--- config.mk ---
export PLATFORM = sky130hd
export DESIGN_NAME = render_state_filter_flat
export DESIGN_NICKNAME = d
export VERILOG_FILES = /design/src/design/rsf_pkg.sv /design/src/design/rsf_in_if.sv /design/src/design/rsf_out_if.sv /design/src/design/render_state_filter.sv /design/src/design/rsf_core.sv /design/src/design/rsf_queue.sv /design/src/flat_wrapper.sv
export SDC_FILE = /design/constraint.sdc
export NUM_CORES = 2
export LEC_CHECK = 0
export CAP_MARGIN = 20
export CORE_MARGIN = 8
export CORE_UTILIZATION = 51
export CTS_CLUSTER_DIAMETER = 40
export DETAILED_ROUTE_END_ITERATION = 8
export DONT_BUFFER_PORTS = 1
export GPL_TIMING_DRIVEN = 0
export PLACE_DENSITY = 0.69
export SLEW_MARGIN = 20
export SYNTH_ARGS = -nofsm -noshare
export SYNTH_HDL_FRONTEND = slang
export SYNTH_SLANG_ARGS = --single-unit
--- constraint.sdc ---
create_clock -name clk -period 12.7 [get_ports clk]
set_clock_uncertainty 0.15 [all_clocks]
set_input_delay 2.54 -clock clk [delete_from_list [all_inputs] [get_ports clk]]
set_output_delay 2.54 -clock clk [all_outputs]
set_load 0.01 [all_outputs]
--- src/design/rsf_pkg.sv ---
`timescale 1ns / 1ps
// ----------------------------------------------------------------------------
// rsf_pkg
// Shared codes and word types for the render state filter.
// ----------------------------------------------------------------------------
package rsf_pkg;

  localparam int FIELD_WIDTH = 32;
  localparam int CMD_WIDTH   = 3;
  localparam int OP_WIDTH    = 3;

  // input command codes
  localparam logic [CMD_WIDTH-1:0] CMD_MATERIAL    = 3'd0;
  localparam logic [CMD_WIDTH-1:0] CMD_DRAW        = 3'd1;
  localparam logic [CMD_WIDTH-1:0] CMD_MOVE        = 3'd2;
  localparam logic [CMD_WIDTH-1:0] CMD_ROTATE      = 3'd3;
  localparam logic [CMD_WIDTH-1:0] CMD_CAMERA      = 3'd4;
  localparam logic [CMD_WIDTH-1:0] CMD_PROXY_BEGIN = 3'd5;
  localparam logic [CMD_WIDTH-1:0] CMD_PROXY_END   = 3'd6;
  localparam logic [CMD_WIDTH-1:0] CMD_IGNORED     = 3'd7;

  // result op codes
  localparam logic [OP_WIDTH-1:0] OP_MATERIAL    = 3'd0;
  localparam logic [OP_WIDTH-1:0] OP_BUFFER_BIND = 3'd1;
  localparam logic [OP_WIDTH-1:0] OP_DRAW        = 3'd2;
  localparam logic [OP_WIDTH-1:0] OP_MOVE        = 3'd3;
  localparam logic [OP_WIDTH-1:0] OP_ROTATE      = 3'd4;
  localparam logic [OP_WIDTH-1:0] OP_CAMERA      = 3'd5;
  localparam logic [OP_WIDTH-1:0] OP_PROXY_BEGIN = 3'd6;
  localparam logic [OP_WIDTH-1:0] OP_PROXY_END   = 3'd7;

  // result queue
  localparam int QUEUE_DEPTH  = 2;
  localparam int QPTR_WIDTH   = $clog2(QUEUE_DEPTH);
  localparam int QCOUNT_WIDTH = $clog2(QUEUE_DEPTH + 1);

  typedef struct packed {
    logic [CMD_WIDTH-1:0]          cmd;
    logic [FIELD_WIDTH-1:0]        handle;
    logic [FIELD_WIDTH-1:0]        aux_handle;
    logic signed [FIELD_WIDTH-1:0] x_in;
    logic signed [FIELD_WIDTH-1:0] y_in;
    logic signed [FIELD_WIDTH-1:0] z_in;
    logic signed [FIELD_WIDTH-1:0] w_in;
  } cmd_word_t;

  // one queued record; dual marks a draw preceded by a buffer bind
  typedef struct packed {
    logic [OP_WIDTH-1:0]           op;
    logic [FIELD_WIDTH-1:0]        handle;
    logic [FIELD_WIDTH-1:0]        aux_handle;
    logic signed [FIELD_WIDTH-1:0] dx;
    logic signed [FIELD_WIDTH-1:0] dy;
    logic signed [FIELD_WIDTH-1:0] dz;
    logic signed [FIELD_WIDTH-1:0] dw;
    logic                          dual;
  } result_rec_t;

endpackage

--- src/design/rsf_in_if.sv ---
`timescale 1ns / 1ps
// ----------------------------------------------------------------------------
// rsf_in_if
// Command word channel: valid/ready plus command payload.
// ----------------------------------------------------------------------------
interface rsf_in_if;
  logic        valid;
  logic        ready;
  logic [2:0]  cmd;
  logic [31:0] handle;
  logic [31:0] aux_handle;
  logic signed [31:0] x_in;
  logic signed [31:0] y_in;
  logic signed [31:0] z_in;
  logic signed [31:0] w_in;

  modport source (
    output valid, cmd, handle, aux_handle, x_in, y_in, z_in, w_in,
    input  ready
  );
  modport sink (
    input  valid, cmd, handle, aux_handle, x_in, y_in, z_in, w_in,
    output ready
  );
endinterface

--- src/design/rsf_out_if.sv ---
`timescale 1ns / 1ps
// ----------------------------------------------------------------------------
// rsf_out_if
// Result word channel: valid/ready plus filtered command payload.
// ----------------------------------------------------------------------------
interface rsf_out_if;
  logic        valid;
  logic        ready;
  logic [2:0]  out_op;
  logic [31:0] out_handle;
  logic [31:0] out_aux_handle;
  logic signed [31:0] dx;
  logic signed [31:0] dy;
  logic signed [31:0] dz;
  logic signed [31:0] dw;
  logic        last;

  modport source (
    output valid, out_op, out_handle, out_aux_handle, dx, dy, dz, dw, last,
    input  ready
  );
  modport sink (
    input  valid, out_op, out_handle, out_aux_handle, dx, dy, dz, dw, last,
    output ready
  );
endinterface

--- src/design/render_state_filter.sv ---
`timescale 1ns / 1ps
// ----------------------------------------------------------------------------
// render_state_filter
// Drops redundant material/buffer binds and unchanged moves/rotates from a
// render command stream; moves and rotates go out as wrapping deltas.
// ----------------------------------------------------------------------------
// Output: a taken word's record, if any, is registered in the result queue.
// Throughput: one command word per cycle while the queue has room; a draw that
//   changes the buffer puts out two words (bind, draw) from one queue entry.
// Input ready drops only while the two-entry result queue is full.
// Reset (rst, sync) zeroes material, buffer, position, rotation and the queue.
// ----------------------------------------------------------------------------
module render_state_filter #(
  parameter int COORD_WIDTH  = 32,  // internal width of position/rotation
  parameter int HANDLE_WIDTH = 32   // stored handle width
) (
  input  logic      clk,
  input  logic      rst,
  rsf_in_if.sink    cmds,
  rsf_out_if.source results
);

  // Command side: a word is taken whenever the queue has a free slot, so a
  // new word can enter while an earlier result still waits downstream.
  logic                 accept;
  logic                 push;
  logic                 full;
  rsf_pkg::cmd_word_t   word;
  rsf_pkg::result_rec_t rec;

  assign cmds.ready = ~full;
  assign accept     = cmds.valid & cmds.ready;

  assign word.cmd        = cmds.cmd;
  assign word.handle     = cmds.handle;
  assign word.aux_handle = cmds.aux_handle;
  assign word.x_in       = cmds.x_in;
  assign word.y_in       = cmds.y_in;
  assign word.z_in       = cmds.z_in;
  assign word.w_in       = cmds.w_in;

  // State compare/subtract and record build; one record per taken word at
  // most (a draw with a new buffer is a single record marked dual).
  rsf_core #(
    .COORD_WIDTH  (COORD_WIDTH),
    .HANDLE_WIDTH (HANDLE_WIDTH)
  ) u_core (
    .clk    (clk),
    .rst    (rst),
    .accept (accept),
    .word   (word),
    .push   (push),
    .rec    (rec)
  );

  // Result register stage: holds records and splits dual ones into the
  // buffer bind word (last low) followed by the draw word (last high).
  rsf_queue u_queue (
    .clk     (clk),
    .rst     (rst),
    .push    (push),
    .rec     (rec),
    .full    (full),
    .results (results)
  );

endmodule

--- src/design/rsf_core.sv ---
`timescale 1ns / 1ps
// ----------------------------------------------------------------------------
// rsf_core
// Holds bind/transform state and builds at most one result record per command word.
// ----------------------------------------------------------------------------
module rsf_core #(
  parameter int COORD_WIDTH  = 32,
  parameter int HANDLE_WIDTH = 32
) (
  input  logic                 clk,
  input  logic                 rst,
  input  logic                 accept,
  input  rsf_pkg::cmd_word_t   word,
  output logic                 push,
  output rsf_pkg::result_rec_t rec
);

  logic [HANDLE_WIDTH-1:0] active_material, active_material_next;
  logic [HANDLE_WIDTH-1:0] active_buffer, active_buffer_next;
  logic [COORD_WIDTH-1:0]  position [3];
  logic [COORD_WIDTH-1:0]  position_next [3];
  logic [COORD_WIDTH-1:0]  rotation [4];
  logic [COORD_WIDTH-1:0]  rotation_next [4];

  logic [HANDLE_WIDTH-1:0] h_in, a_in;
  logic [COORD_WIDTH-1:0]  c_in [4];
  logic [COORD_WIDTH-1:0]  d_pos [3];
  logic [COORD_WIDTH-1:0]  d_rot [4];
  logic                    move_diff, rot_diff;
  logic                    produce;

  assign h_in    = HANDLE_WIDTH'(word.handle);
  assign a_in    = HANDLE_WIDTH'(word.aux_handle);
  // sign-extend (or truncate) Q16.16 fields to the coordinate width
  assign c_in[0] = COORD_WIDTH'(word.x_in);
  assign c_in[1] = COORD_WIDTH'(word.y_in);
  assign c_in[2] = COORD_WIDTH'(word.z_in);
  assign c_in[3] = COORD_WIDTH'(word.w_in);

  always_comb begin
    for (int i = 0; i < 3; i++) begin
      d_pos[i] = c_in[i] - position[i];
    end
    for (int i = 0; i < 4; i++) begin
      d_rot[i] = c_in[i] - rotation[i];
    end
  end

  assign move_diff = (c_in[0] != position[0]) | (c_in[1] != position[1]) |
                     (c_in[2] != position[2]);
  assign rot_diff  = move_diff ? ((c_in[0] != rotation[0]) | (c_in[1] != rotation[1]) |
                                  (c_in[2] != rotation[2]) | (c_in[3] != rotation[3]))
                               : ((c_in[0] != rotation[0]) | (c_in[1] != rotation[1]) |
                                  (c_in[2] != rotation[2]) | (c_in[3] != rotation[3]));

  always_comb begin
    produce              = 1'b0;
    rec                  = '0;
    active_material_next = active_material;
    active_buffer_next   = active_buffer;
    position_next        = position;
    rotation_next        = rotation;
    unique case (word.cmd)
      rsf_pkg::CMD_MATERIAL: begin
        rec.op     = rsf_pkg::OP_MATERIAL;
        rec.handle = rsf_pkg::FIELD_WIDTH'(h_in);
        produce    = (h_in != active_material);
        active_material_next = h_in;
      end
      rsf_pkg::CMD_DRAW: begin
        rec.op     = rsf_pkg::OP_DRAW;
        rec.handle = rsf_pkg::FIELD_WIDTH'(h_in);
        rec.dual   = (h_in != active_buffer);
        produce    = 1'b1;
        active_buffer_next = h_in;
      end
      rsf_pkg::CMD_MOVE: begin
        rec.op  = rsf_pkg::OP_MOVE;
        rec.dx  = rsf_pkg::FIELD_WIDTH'(d_pos[0]);
        rec.dy  = rsf_pkg::FIELD_WIDTH'(d_pos[1]);
        rec.dz  = rsf_pkg::FIELD_WIDTH'(d_pos[2]);
        produce = move_diff;
        for (int i = 0; i < 3; i++) begin
          position_next[i] = c_in[i];
        end
      end
      rsf_pkg::CMD_ROTATE: begin
        rec.op  = rsf_pkg::OP_ROTATE;
        rec.dx  = rsf_pkg::FIELD_WIDTH'(d_rot[0]);
        rec.dy  = rsf_pkg::FIELD_WIDTH'(d_rot[1]);
        rec.dz  = rsf_pkg::FIELD_WIDTH'(d_rot[2]);
        rec.dw  = rsf_pkg::FIELD_WIDTH'(d_rot[3]);
        produce = rot_diff;
        rotation_next = c_in;
      end
      rsf_pkg::CMD_CAMERA: begin
        rec.op  = rsf_pkg::OP_CAMERA;
        produce = 1'b1;
      end
      rsf_pkg::CMD_PROXY_BEGIN: begin
        rec.op         = rsf_pkg::OP_PROXY_BEGIN;
        rec.handle     = rsf_pkg::FIELD_WIDTH'(h_in);
        rec.aux_handle = rsf_pkg::FIELD_WIDTH'(a_in);
        produce        = 1'b1;
        for (int i = 0; i < 3; i++) begin
          position_next[i] = '0;
        end
        for (int i = 0; i < 4; i++) begin
          rotation_next[i] = '0;
        end
      end
      rsf_pkg::CMD_PROXY_END: begin
        rec.op  = rsf_pkg::OP_PROXY_END;
        produce = 1'b1;
      end
      rsf_pkg::CMD_IGNORED: begin
        produce = 1'b0;
      end
      default: begin
        produce = 1'b0;
      end
    endcase
  end

  assign push = accept & produce;

  always_ff @(posedge clk) begin
    if (rst) begin
      active_material <= '0;
      active_buffer   <= '0;
      for (int i = 0; i < 3; i++) begin
        position[i] <= '0;
      end
      for (int i = 0; i < 4; i++) begin
        rotation[i] <= '0;
      end
    end else if (accept) begin
      active_material <= active_material_next;
      active_buffer   <= active_buffer_next;
      position        <= position_next;
      rotation        <= rotation_next;
    end
  end

endmodule

--- src/design/rsf_queue.sv ---
`timescale 1ns / 1ps
// ----------------------------------------------------------------------------
// rsf_queue
// Two-entry result queue; expands a dual record into buffer bind + draw.
// ----------------------------------------------------------------------------
module rsf_queue (
  input  logic                 clk,
  input  logic                 rst,
  input  logic                 push,
  input  rsf_pkg::result_rec_t rec,
  output logic                 full,
  rsf_out_if.source            results
);

  rsf_pkg::result_rec_t entries [rsf_pkg::QUEUE_DEPTH];
  rsf_pkg::result_rec_t head;
  logic [rsf_pkg::QPTR_WIDTH-1:0]   wr_ptr, rd_ptr;
  logic [rsf_pkg::QCOUNT_WIDTH-1:0] count, count_next;
  logic second;      // bind word of the head already sent
  logic bind_phase;
  logic take, pop;

  assign head       = entries[rd_ptr];
  assign bind_phase = head.dual & ~second;
  assign full       = (count == rsf_pkg::QCOUNT_WIDTH'(rsf_pkg::QUEUE_DEPTH));

  assign results.valid          = (count != '0);
  assign results.out_op         = bind_phase ? rsf_pkg::OP_BUFFER_BIND : head.op;
  assign results.out_handle     = head.handle;
  assign results.out_aux_handle = head.aux_handle;
  assign results.dx             = head.dx;
  assign results.dy             = head.dy;
  assign results.dz             = head.dz;
  assign results.dw             = head.dw;
  assign results.last           = ~bind_phase;

  assign take = results.valid & results.ready;
  assign pop  = take & ~bind_phase;

  always_comb begin
    unique case ({push, pop})
      2'b10:   count_next = count + 1'b1;
      2'b01:   count_next = count - 1'b1;
      default: count_next = count;
    endcase
  end

  always_ff @(posedge clk) begin
    if (rst) begin
      count  <= '0;
      wr_ptr <= '0;
      rd_ptr <= '0;
      second <= 1'b0;
    end else begin
      count <= count_next;
      if (push) begin
        wr_ptr <= wr_ptr + 1'b1;
      end
      if (pop) begin
        rd_ptr <= rd_ptr + 1'b1;
      end
      if (take) begin
        second <= bind_phase;
      end
    end
  end

  always_ff @(posedge clk) begin
    if (push) begin
      entries[wr_ptr] <= rec;
    end
  end

endmodule
--- src/flat_wrapper.sv ---
// flat-port wrapper written by rule: the top's interface ports become plain ports
module render_state_filter_flat 
#(
  parameter int COORD_WIDTH  = 32,                                        
  parameter int HANDLE_WIDTH = 32                         
)
  (clk, rst, cmds_valid, cmds_cmd, cmds_handle, cmds_aux_handle, cmds_x_in, cmds_y_in, cmds_z_in, cmds_w_in, cmds_ready, results_valid, results_out_op, results_out_handle, results_out_aux_handle, results_dx, results_dy, results_dz, results_dw, results_last, results_ready);
  rsf_in_if cmds_i ();
  rsf_out_if results_i ();
  input  logic clk;
  input  logic rst;
  input wire logic [$bits(cmds_i.valid)-1:0] cmds_valid;
  input wire logic [$bits(cmds_i.cmd)-1:0] cmds_cmd;
  input wire logic [$bits(cmds_i.handle)-1:0] cmds_handle;
  input wire logic [$bits(cmds_i.aux_handle)-1:0] cmds_aux_handle;
  input wire logic [$bits(cmds_i.x_in)-1:0] cmds_x_in;
  input wire logic [$bits(cmds_i.y_in)-1:0] cmds_y_in;
  input wire logic [$bits(cmds_i.z_in)-1:0] cmds_z_in;
  input wire logic [$bits(cmds_i.w_in)-1:0] cmds_w_in;
  output wire logic [$bits(cmds_i.ready)-1:0] cmds_ready;
  output wire logic [$bits(results_i.valid)-1:0] results_valid;
  output wire logic [$bits(results_i.out_op)-1:0] results_out_op;
  output wire logic [$bits(results_i.out_handle)-1:0] results_out_handle;
  output wire logic [$bits(results_i.out_aux_handle)-1:0] results_out_aux_handle;
  output wire logic [$bits(results_i.dx)-1:0] results_dx;
  output wire logic [$bits(results_i.dy)-1:0] results_dy;
  output wire logic [$bits(results_i.dz)-1:0] results_dz;
  output wire logic [$bits(results_i.dw)-1:0] results_dw;
  output wire logic [$bits(results_i.last)-1:0] results_last;
  input wire logic [$bits(results_i.ready)-1:0] results_ready;
  assign cmds_i.valid = cmds_valid;
  assign cmds_i.cmd = cmds_cmd;
  assign cmds_i.handle = cmds_handle;
  assign cmds_i.aux_handle = cmds_aux_handle;
  assign cmds_i.x_in = cmds_x_in;
  assign cmds_i.y_in = cmds_y_in;
  assign cmds_i.z_in = cmds_z_in;
  assign cmds_i.w_in = cmds_w_in;
  assign cmds_ready = cmds_i.ready;
  assign results_valid = results_i.valid;
  assign results_out_op = results_i.out_op;
  assign results_out_handle = results_i.out_handle;
  assign results_out_aux_handle = results_i.out_aux_handle;
  assign results_dx = results_i.dx;
  assign results_dy = results_i.dy;
  assign results_dz = results_i.dz;
  assign results_dw = results_i.dw;
  assign results_last = results_i.last;
  assign results_i.ready = results_ready;
  render_state_filter #(.COORD_WIDTH(COORD_WIDTH), .HANDLE_WIDTH(HANDLE_WIDTH)) u_core (.clk(clk), .rst(rst), .cmds(cmds_i), .results(results_i));
endmodule
=== Word level (Yosys, flattened, before mapping) ===
Memories as Yosys holds them, arrays and structs flattened. A register that Yosys moved wholly into a read port is not among the register bits.
Cells that the tools add are included.

* Flip-flop bits (word level): 293
* Bits in writable memories: 392
* Bits of input ports: 199
* Output and inout port bits: 198
* Memories: 1

{| class="wikitable"
|+ Memories
! name !! depth !! width !! read ports !! clocked after Yosys merged registers in !! wr ports !! line !! RTL
|-
| u_core.u_queue.entries || 2 || 196 || 1 || 1 || 1 || rsf_queue.sv:15 || <nowiki>rsf_pkg::result_rec_t entries [rsf_pkg::QUEUE_DEPTH];</nowiki>
|}

* $add $sub $neg: 11
* Equal/unequal tests: 19
* Mux-type cells: 15
* Bitwise gates (word level): 13
* Reduce and logical (&&, ||, !) cells: 11

{| class="wikitable"
|+ Operators by type and width
! cell !! count
|-
| $pmux 96 s2 || 2
|-
| $ne 32x32->1 || 9
|-
| $pmux 128 s2 || 1
|-
| $sub 32x32->32 || 7
|-
| $mux 32 || 3
|-
| $pmux 3 s6 || 1
|-
| $eq 3x3->1 const B || 4
|-
| $reduce_and 2->1 || 4
|-
| $reduce_bool 2->1 || 4
|-
| $eq 3x2->1 const B || 2
|-
| $and 1x1->1 || 5
|-
| $mux 1 || 5
|-
| $or 1x1->1 || 5
|-
| $pmux 1 s5 || 1
|-
| $eq 2x2->1 const B || 2
|-
| $pmux 2 s2 || 1
|-
| $reduce_or 4->1 || 1
|-
| $eq 3x1->1 const B || 1
|-
| $logic_not 3->1 || 1
|-
| $mux 3 || 1
|-
| $not 1->1 || 3
|-
| $reduce_or 3->1 || 1
|-
| $add 1x1->1 const B || 2
|-
| $add 2x1->2 const B || 1
|-
| other kinds (2) || 2
|}

=== Depth between registers and ports, before layout ===
* Depth after elaboration: 8
* Mapped depth: 15
* Mapped depth without buffers: 14

=== By module ===
A second synthesis with hierarchy kept.

* Cells, all modules: 4086
* Area total of the unflattened synthesis: 38859.8 um2

{| class="wikitable"
|+ By module, submodules not included
! module !! times used !! cells an instance !! area each (um2) !! sequential area each (um2)
|-
| rsf_core || 1 || 3440 || 24435.9 || 5765.5
|-
| rsf_queue || 1 || 644 || 14413.8 || 11891.4
|-
| render_state_filter || 1 || 2 || 10.0 || 0.0
|}

=== Worst setup path after synthesis ===
No wires, ideal clock.

* Path type: input-to-reg
* Start point: input cmds_x_in[23]
* End point: memory u_core.u_queue.entries[0][0] (netlist name) (enable)
* Library setup time: 756 ps
* Arrival: 12026 ps
* Path slack: -233 ps
* Stages: 10
* Path buffers: 0
* Cells stage by stage: ha_1 > and2_1 > and4_1 > nand4_1 > nor4b_1 > nand3_1 > nor4_1 > o21ai_0 > nand3_1 > nor2_1

* Word-level cells in the longest chain between the ends: 8

{| class="wikitable"
|+ RTL lines
! element !! line !! RTL
|-
| start, declared || flat_wrapper.sv:16 || <nowiki>input wire logic [$bits(cmds_i.x_in)-1:0] cmds_x_in;</nowiki>
|-
| $ne 32x32->1 || rsf_core.sv:51, rsf_core.sv:53 ||
|-
| $or 1x1->1 (2 in a row) || rsf_core.sv:51, rsf_core.sv:53 ||
|-
| $or 1x1->1 || rsf_core.sv:52, rsf_core.sv:54 ||
|-
| $pmux 1 s5 * || rsf_core.sv:63 || <nowiki>unique case (word.cmd)</nowiki>
|-
| $and 1x1->1 * || rsf_core.sv:125 || <nowiki>assign push = accept & produce;</nowiki>
|-
| $mux 1 * || rsf_queue.sv:69 || <nowiki>if (push) begin</nowiki>
|-
| $mux 1 (not written as such) * || rsf_queue.sv:70 || <nowiki>entries[wr_ptr] <= rec;</nowiki>
|-
| end, declared || rsf_queue.sv:15 ||
|}

Mark *: on every way between the ends. The rest lies on a longest branch, timed or not.

==> summary.log <==
qor: floorplan.core_region_area 75400 um^2
qor: place.finalWeightedCongestion 0.950
qor: layout.post_route_cells_drive_above_1_share 0.100
qor: global_routing.grt_util_all_layers 0.277
qor: route.routed_wirelength 123 mm
qor: cts.cts_setup_buffers 0
qor: floorplan.die_h 291 um
qor: power_and_ir_drop.sequentialPowerShare 0.379
qor: cts.cts-resized-gates 0
qor: place.dpl.hpwl 94.9 mm
qor: power_and_ir_drop.internal_power 4.81 mW
qor: floorplan.rows 101
qor: setup_path.timing_worst_setup_path_type in -> reg
qor: cts.cts_tree built
qor: route.postRouteAntennaNets 0
qor: power_and_ir_drop.worst_ir_drop_on_vdd 0.000104 V
qor: route.wl_per_cell 23.3 um
qor: cts.clock_sinks 686
qor: cts.clk_pin_slew 0.06 ns
qor: global_routing.grt_max_degree 26
qor: cts.cts_buffer_depth 3
qor: sta.finalSetupViolCount 0
qor: cts.clk_latency 0.68 ns
qor: logic_synthesis.yosys.cell_types.count 79
qor: job.maxCapViolations 0
qor: logic_synthesis.synth_fp_nets 4513
qor: route.initialDrtViolationCount 2672
qor: power_and_ir_drop.logic_gate_share_of_total_power 0.211
qor: floorplan.pin_count 397
qor: logic_synthesis.async_reset_ff_frac 0
qor: global_routing.antenna_found_initial 2
qor: power_and_ir_drop.p_switching 2.09 mW
qor: status.run_status finished clean
qor: power_and_ir_drop.netSwitchingFraction 0.303
qor: logic_synthesis.synth.yosys.seq_area_share 0.457
qor: hold_path.hold_class reg -> reg
qor: layout.finish.cell_count_without_fillers 5279
qor: route.vias_per_cell 5.91
qor: place.dpl.cell_count 5090
qor: logic_synthesis.ys_seq_elements 686
qor: sta.unrepaired_setup_endpoints_after_global_routing false
qor: sta.timing.fmax 0.166 GHz
qor: floorplan.dieArea 84800 um^2
qor: power_and_ir_drop.power.clock.fraction 0.411
qor: sta.final.min_clock_period 6.02 ns
qor: logic_synthesis.syn-instance-count 4089
qor: global_routing.grt_pass1_vias 29800
qor: logic_synthesis.ys_warn_count 0
qor: logic_synthesis.synth_flop_cell sky130_fd_sc_hd__edfxtp_1
qor: logic_synthesis.synth-edff-count 392
qor: setup_path.setup.worst_path.end_class flop
qor: layout.number_of_nets_in_the_layout 4637
qor: sta.final_clock_period_utilization_by_the_worst_path 0.474
qor: cts.master_cell_of_the_clock_root_buffer sky130_fd_sc_hd__clkbuf_16
qor: place.portBuffers 0
qor: cts.cts_buf_count 99
qor: sta.tns 0 ns
qor: route.num_vias 31200
qor: layout.nFillCells 6527
qor: floorplan.die_w 291 um
qor: route.route.detailed.drc 0
qor: global_routing.grt.overflow.total 0
qor: setup_path.start_kind primary input
qor: sta.worst_pin_slew 1.20 ns
qor: sta.worst_slack 6.68 ns
qor: logic_synthesis.synth.cell_area 38600 um^2
qor: logic_synthesis.synth.avg_cell_area 9.45 um^2
qor: setup_path.worst-endpoint-arrival 6.20 ns
qor: sta.timing.slew.headroom 0.194
qor: global_routing.grt_pass1_wl 182 mm
qor: setup_path.cp.required 12.88 ns
qor: sta.drv_slew 0
qor: power_and_ir_drop.leak_pwr 15.4 nW
qor: place.pre_cts_ws 6.28 ns
qor: power_and_ir_drop.power.density_cell_area 157 nW/um^2
qor: setup_path.path_max_fanout 3
qor: power_and_ir_drop.report.power.total 6.90 mW
qor: route.firstDrtPassIters 6
qor: sta.final-hold-violation-count 0
qor: cts.htree_levels 3
qor: cts.holdBufCountCts 0
qor: layout.area.growth.synth_to_final 13.8%
qor: floorplan.initial_core_util 0.512
==> power groups by stage <==
stage	Sequential, mW	Clock [mW]	Combinational [mW]
2_1_floorplan	2.69	0	1.01
3_3_place_gp	2.73	0	1.38
3_5_place_dp	2.66	0	1.44
4_1_cts	2.61	2.87	1.45
5_1_grt	2.63	2.96	1.56
6_report	2.61	2.83	1.45
==> placed cells by master (no fill, tap or decap), types with 16 or more instances in the layout <==
| cell type | netlist | routed |
|---|---|---|
| sky130_fd_sc_hd__a21oi_1 | 508 | 508 |
| sky130_fd_sc_hd__nand2_1 | 478 | 478 |
| sky130_fd_sc_hd__edfxtp_1 | 392 | 392 |
| sky130_fd_sc_hd__dfxtp_1 | 294 | 294 |
| sky130_fd_sc_hd__nand3_1 | 281 | 281 |
| sky130_fd_sc_hd__inv_1 | 260 | 260 |
| sky130_fd_sc_hd__ha_1 | 218 | 218 |
| sky130_fd_sc_hd__nor2_1 | 211 | 208 |
| sky130_fd_sc_hd__mux2_2 | 193 | 193 |
| sky130_fd_sc_hd__clkbuf_1 | 186 | 191 |
| sky130_fd_sc_hd__xnor2_1 | 172 | 172 |
| sky130_fd_sc_hd__clkbuf_16 | 0 | 99 |
| sky130_fd_sc_hd__o21ai_0 | 97 | 97 |
| sky130_fd_sc_hd__a21o_1 | 95 | 95 |
| sky130_fd_sc_hd__xor2_1 | 85 | 85 |
| sky130_fd_sc_hd__and2_1 | 80 | 80 |
| sky130_fd_sc_hd__nand4_1 | 58 | 58 |
| sky130_fd_sc_hd__nor3_1 | 38 | 38 |
| sky130_fd_sc_hd__o21a_1 | 33 | 33 |
| sky130_fd_sc_hd__a211oi_1 | 31 | 31 |
| sky130_fd_sc_hd__nor2b_1 | 29 | 29 |
| sky130_fd_sc_hd__a31oi_1 | 29 | 29 |
| sky130_fd_sc_hd__o22ai_1 | 29 | 29 |
| sky130_fd_sc_hd__nand2b_1 | 27 | 27 |
| sky130_fd_sc_hd__and3_1 | 24 | 24 |
| sky130_fd_sc_hd__o21bai_1 | 22 | 22 |
| sky130_fd_sc_hd__o211ai_1 | 18 | 18 |
| sky130_fd_sc_hd__buf_1 | 16 | 16 |
==> registers in the layout, indices dropped and copies added, names as in the netlist, named ones only <==
| name | flops |
|---|---|
| u_core.u_core.position | 96 |
| u_core.u_queue.rd_ptr | 1 |
| u_core.u_queue.count | 2 |
| u_core.u_queue.entries | 392 |
| u_core.u_queue.wr_ptr | 1 |
| u_core.u_core.rotation | 128 |
| u_core.u_core.active_buffer | 32 |
| u_core.u_core.active_material | 32 |
| u_core.u_queue.second | 1 |
==> per-stage QoR <==
stage                      util  area, um^2  hold slack [ns]
after global routing      0.582       43900            0.313
after global placement    0.528       39800            0.289
after floorplan               -       38600            0.282
final                     0.582       43900            0.300
after CTS                 0.582       43900            0.300
after detailed placement  0.535       40400            0.294
==> layout make-up <==
type | count | area (um^2) | area share
diodes | 1 | 2.50 | 0.0000570
plain buffers | 206 | 801 | 0.0182
clock buffers | 118 | 2640 | 0.0602
clock inverters | 70 | 890 | 0.0202
inverters | 260 | 976 | 0.0222
multi-input cells | 2937 | 19200 | 0.437
flip-flops and latches | 686 | 17700 | 0.402
well taps | 978 | 1220 | 0.0279
repair buffers | 23 | 526 | 0.0120
==> path summary, 6_finish.rpt <==
kind | from | slack (ns) | to | depth (start not counted)
worst max-delay path | cmds_x_in[0] | 6.68 | u_core.u_queue.entries[1][127]$_DFFE_PP_ | 13
worst min register to register | u_core.u_core.rotation[23]$_SDFFE_PP0P_ | 0.30 | u_core.u_core.rotation[23]$_SDFFE_PP0P_ | 2
worst max register to register | u_core.u_core.position[64]$_SDFFE_PP0P_ | 8.27 | u_core.u_queue.entries[1][127]$_DFFE_PP_ | 12
worst min-delay path | u_core.u_core.rotation[23]$_SDFFE_PP0P_ | 0.30 | u_core.u_core.rotation[23]$_SDFFE_PP0P_ | 2
==> worst max-delay path, stage by stage <==
cell	delay [ns]
sky130_fd_sc_hd__inv_1	0.06
sky130_fd_sc_hd__ha_1	0.16
sky130_fd_sc_hd__inv_1	0.05
sky130_fd_sc_hd__fa_1	0.40
sky130_fd_sc_hd__a21o_1	0.19
sky130_fd_sc_hd__a21oi_1	0.31
sky130_fd_sc_hd__o21ai_0	0.21
sky130_fd_sc_hd__a31oi_1	0.42
sky130_fd_sc_hd__o21ai_0	0.23
sky130_fd_sc_hd__a211o_1	0.32
sky130_fd_sc_hd__a21oi_1	0.27
sky130_fd_sc_hd__o31ai_1	0.13
sky130_fd_sc_hd__o311ai_0	0.90
==> layer usage <==
metal / part of all wire / GRT usage / vias to the layer above
met5: 0 / 0 / -
met4: 0.042 / 0.112 / 0
met3: 0.097 / 0.0705 / 267
met2: 0.47 / 0.468 / 1248
met1: 0.39 / 0.338 / 14800
li1: - / - / 14800
==> cell families (layout without fill, tap and decap cells) <==
| group | after synthesis | count (layout) | synth area share |
|---|---|---|---|
| muxes | 207 | 207 | 0.0599 |
| DFF | 686 | 686 | 0.457 |
| AOI/OAI and AO/OA | 953 | 953 | 0.148 |
| adders and majority gates | 225 | 225 | 0.0743 |
| and+or+nand+nor | 1295 | 1295 | 0.156 |
| buffers and inverters | 466 | 677 | 0.0459 |
| other | 0 | 1 | 0 |
| xor gates and xnor gates | 257 | 257 | 0.0583 |
==> synth_stat cells (18+ instances only) <==
master,count,area share
sky130_fd_sc_hd__nand4_1,58,0.0094
sky130_fd_sc_hd__a31oi_1,29,0.0047
sky130_fd_sc_hd__nor2b_1,29,0.0047
sky130_fd_sc_hd__and2_1,80,0.013
sky130_fd_sc_hd__a21o_1,95,0.018
sky130_fd_sc_hd__nand2b_1,27,0.0044
sky130_fd_sc_hd__dfxtp_1,294,0.15
sky130_fd_sc_hd__a21oi_1,508,0.066
sky130_fd_sc_hd__a211oi_1,31,0.0060
sky130_fd_sc_hd__o211ai_1,18,0.0035
sky130_fd_sc_hd__o22ai_1,29,0.0047
sky130_fd_sc_hd__clkbuf_1,186,0.018
sky130_fd_sc_hd__edfxtp_1,392,0.30
sky130_fd_sc_hd__xnor2_1,172,0.039
sky130_fd_sc_hd__o21a_1,33,0.0064
sky130_fd_sc_hd__inv_1,260,0.025
sky130_fd_sc_hd__ha_1,218,0.071
sky130_fd_sc_hd__o21ai_0,97,0.013
sky130_fd_sc_hd__o21bai_1,22,0.0043
sky130_fd_sc_hd__nor3_1,38,0.0049
sky130_fd_sc_hd__nand3_1,281,0.036
sky130_fd_sc_hd__and3_1,24,0.0039
sky130_fd_sc_hd__nand2_1,478,0.046
sky130_fd_sc_hd__xor2_1,85,0.019
sky130_fd_sc_hd__mux2_2,193,0.056
sky130_fd_sc_hd__nor2_1,211,0.021
(Power assumes the default switching activity.)
